--- src/llist_ram.sv ---
`timescale 1ns / 1ps
`default_nettype none

module llist_ram #(
	parameter int WIDTH = 8,
	parameter int DEPTH = 256
) (
	input  wire logic                     clk,
	input  wire logic                     we,
	input  wire logic [$clog2(DEPTH)-1:0] waddr,
	input  wire logic [WIDTH-1:0]         wdata,
	input  wire logic [$clog2(DEPTH)-1:0] raddr,
	output logic      [WIDTH-1:0]         rdata
);

	logic [WIDTH-1:0] mem [DEPTH];

	always_ff @(posedge clk) begin
		if (we) begin
			mem[waddr] <= wdata;
		end
		rdata <= mem[raddr];
	end

endmodule

`default_nettype wire

--- config.mk ---
export PLATFORM = sky130hd
export DESIGN_NAME = llist_ram
export DESIGN_NICKNAME = d
export VERILOG_FILES = /design/src/llist_ram.sv
export SDC_FILE = /design/constraint.sdc
export NUM_CORES = 2
export LEC_CHECK = 0
export BUFFER_PORTS_ARGS = -buffer_cell sky130_fd_sc_hd__buf_4
export CAP_MARGIN = 40
export CORE_UTILIZATION = 45
export CTS_BUF_LIST = sky130_fd_sc_hd__clkbuf_4
export DETAILED_ROUTE_END_ITERATION = 12
export GPL_TIMING_DRIVEN = 0
export HOLD_SLACK_MARGIN = 0.03
export SYNTH_ARGS = -nofsm -noshare
export SYNTH_HDL_FRONTEND = slang
export SYNTH_SLANG_ARGS = --single-unit
--- constraint.sdc ---
create_clock -name clk -period 3.1 [get_ports clk]
set_input_delay 0.465 -clock clk [delete_from_list [all_inputs] [get_ports clk]]
set_output_delay 0.465 -clock clk [all_outputs]
set_load 0.005 [all_outputs]
==> results.json <==
{
  "cts_setup_buffers": 0,
  "rsz0062_at_grt": "true",
  "synth_top_family_by_area": "multiplexers",
  "cts_tree": "built",
  "drt_first_pass_iters": 8,
  "syn_nets": 3759,
  "detail_route.wl_per_cell_microns": 34.74,
  "path_max_fanout": 10,
  "finalCritPeriodShare_pct": 112.5,
  "hold_path_class": "in -> reg",
  "layout_setup_ws_ns": -0.3882,
  "clk_latency_ns": 1.33,
  "grt_usage_pct": 27.75,
  "critPathRequiredTime_ns": 3.96,
  "slowest_stage": "nor2_1",
  "place_congestion": 0.9356,
  "coreArea_sq_um": 174800,
  "critPathTopFamily": "buffers and inverters",
  "syn_inst": 3733,
  "globalRouteOverflowTotal": 0,
  "htreeDepth": 6,
  "ir_drop_mv": 0.3955,
  "max_slew.worst_pin.slew_ns": 1.045,
  "worstPathArrival_ns": 4.35,
  "synth.distinct_cells": 55,
  "die-area_sq_um": 178500,
  "critPathKind": "in -> reg",
  "die_w_microns": 422.5,
  "drive_gt1_share_pct": 33.42,
  "synthSimpleGateAreaFrac_pct": 2.628,
  "post-route-util_pct": 52.09,
  "crit_top_cell": "clkbuf_1",
  "async_flop_share_pct": 0,
  "drt_iter0_drc": 6606,
  "skew_ns": 0.06973,
  "synth_area_sq_um": 79560,
  "relSlewSlack_pct": 30.31,
  "hpwlAfterDp_microns": 167000,
  "initial_core_util_pct": 45.52,
  "cap_violations": 0,
  "cpPeakStageDelay_ns": 0.84,
  "root_buffer": "clkbuf_4",
  "viasPerCell": 6.167,
  "row_count": 153,
  "grt_pass1_wl_microns": 339000,
  "antenna_found_initial": 13,
  "status": "complete, but fails checks",
  "path_cells": "dlygate4sd3_1, clkbuf_1, nor2b_1, clkbuf_1, nand4_1, clkbuf_2, nor2_1",
  "num-nets-final": 4511,
  "fin_hold_ws_ns": 0.2145,
  "endpoint_kind": "flip-flop",
  "fillers": 14070,
  "power_density_nw_per_um2": 618.5,
  "portBuffers": 26,
  "first_global_vias": 43430,
  "pin_count": 34,
  "failed_checks": "negative setup slack",
  "ys.flop_type": "edfxtp_1",
  "muxShareOfSynthArea_pct": 14.62,
  "synth_warnings": 0,
  "drtAntennaViolNets": 0,
  "avgSynthCellArea_sq_um": 21.31,
  "synth_seq_cells": 2056,
  "area_growth_syn_to_layout_pct": 14.45,
  "timing.final.setup_violations": 629,
  "vias": 44030,
  "hold_viol_final": 0,
  "cts_made_buffers": 539,
  "cp-start-kind": "input pin",
  "cts_sinks": 2056,
  "wl_microns": 248000,
  "grt_max_degree": 161,
  "cts_buffer_depth": 4,
  "path_buf_inv": 4,
  "clkTransAtPathRegs_ns": 0.06,
  "die_height_microns": 422.5,
  "final_common_cell": "edfxtp_1",
  "synth-edff-count": 2048,
  "p_leak_nw": 29.05,
  "synth_xor_xnor_area_share_pct": 0,
  "synth_compound_area_share_pct": 3.419,
  "drv_slew": 0,
  "clock.fmax_mhz": 286.7,
  "drc": 0,
  "ys_seq_area_share_pct": 77.50,
  "layout_common_cells": "2,048 x edfxtp_1, 761 x clkbuf_4, 454 x mux4_2",
  "synthAdderAreaFrac_pct": 0,
  "fin_crit_ns": 3.488
}
what timing repair did:
item	in CTS	in global routing
hold buffers	23	0
endpoints found under the setup margin	5	241
cloned	0	0
gates resized for setup	2	42
endpoints found under the hold margin	1412	0
synth_stat cells (3+ instances only):
library cell | count | area [sq um]
a211oi_1 | 16 | 120.1
buf_2 | 31 | 155.2
nor4_1 | 24 | 150.1
nand2_1 | 33 | 123.9
mux2i_1 | 134 | 1341
dfxtp_1 | 8 | 160.2
nand4_1 | 10 | 62.56
buf_12 | 8 | 160.2
buf_1 | 22 | 82.58
nor4_2 | 3 | 37.54
o21ai_0 | 10 | 50.05
edfxtp_1 | 2048 | 61500
nand3_1 | 34 | 170.2
mux4_2 | 454 | 10220
and2_1 | 6 | 37.54
nand2b_1 | 8 | 50.05
o32ai_1 | 4 | 35.03
a221oi_1 | 13 | 113.9
o22ai_1 | 28 | 175.2
o221ai_1 | 46 | 402.9
a22o_1 | 8 | 70.07
or2_2 | 4 | 25.02
buf_8 | 13 | 195.2
a22oi_1 | 133 | 998.5
o22a_1 | 5 | 43.79
nor3_1 | 22 | 110.1
nor2_1 | 282 | 1059
a21oi_1 | 96 | 480.5
nor2b_1 | 31 | 193.9
o211ai_1 | 10 | 75.07
buf_6 | 21 | 236.5
buf_4 | 27 | 202.7
clkbuf_1 | 111 | 416.7
registers in the layout, indices dropped and copies added, names as in the netlist:
register  count
rdata         8
mem        2048
area by class of cell:
type                            count  area [sq um]  share of cell area (%)
Timing Repair Buffer              211          2241                   2.461
Tap cell                         2325          2909                   3.195
Sequential cell                  2056         61660                   67.72
Clock inverter                     94         451.7                  0.4961
Antenna cell                       15         37.54                 0.04123
Inverter                            2         7.507                0.008245
Clock buffer                      761          5713                   6.275
Multi-Input combinational cell   1442         16540                   18.17
Buffer                            233          1488                   1.634
logic make-up after synthesis:
kind of cell,Yosys count
simple gates,466
buf+inv,235
mux,591
flops,2056
compound gates,385
path summary, 6_finish.rpt:
| check | from | endpoint | slack (ns) | cells past startpoint |
|---|---|---|---|---|
| hold / removal | wdata[2] | mem[246][2]$_DFFE_PP_ | 0.21 | 2 |
| setup / recovery | waddr[1] | mem[46][0]$_DFFE_PP_ | -0.39 | 7 |
| hold reg to reg | mem[108][6]$_DFFE_PP_ | rdata[6]$_DFF_P_ | 1.41 | 6 |
| setup reg to reg | mem[25][5]$_DFFE_PP_ | rdata[5]$_DFF_P_ | -0.06 | 8 |
worst register-to-register path, cell delays in order (launching register included):
cell and delay, ns:
edfxtp_1 0.39, mux4_2 0.50, a22o_1 0.30, a221oi_1 0.52
o221ai_1 0.27, a211oi_1 0.50, buf_4 0.26, nor4_1 0.09
buf_2 0.18
metal layers:
layer,share of wire [%],GRT usage [%],vias to the layer above
li1,-,-,17540
met1,37,37.17,22800
met2,46,41.57,3126
met3,13,9.014,556
met4,4.2,12.36,4
met5,0.0089,0,-
per-stage QoR:
step / power [mW] / setup TNS (ns) / area (sq um) / setup WS [ns] / std cells
finish: 56.32 / -82.78 / 91050 / -0.3882 / 7139
detailed placement: 34.62 / -668.19 / 84500 / -1.574 / 6244
floorplan: 32.74 / 0 / 79560 / 0.6971 / 3733
CTS: 56.52 / 0 / 90900 / 0.003436 / 7122
global placement: 34.46 / -1224.77 / 82660 / -2.343 / 6084
global route: 58.03 / -4.332 / 91040 / -0.1260 / 7135
where the power goes:
| group | internal [mW] | switching (mW) |
|---|---|---|
| clock network | 11.4 | 10.8 |
| logic | 1.11 | 2.36 |
| registers | 30.6 | 0.0185 |
No activity file was read; power rests on OpenSTA's default activity.
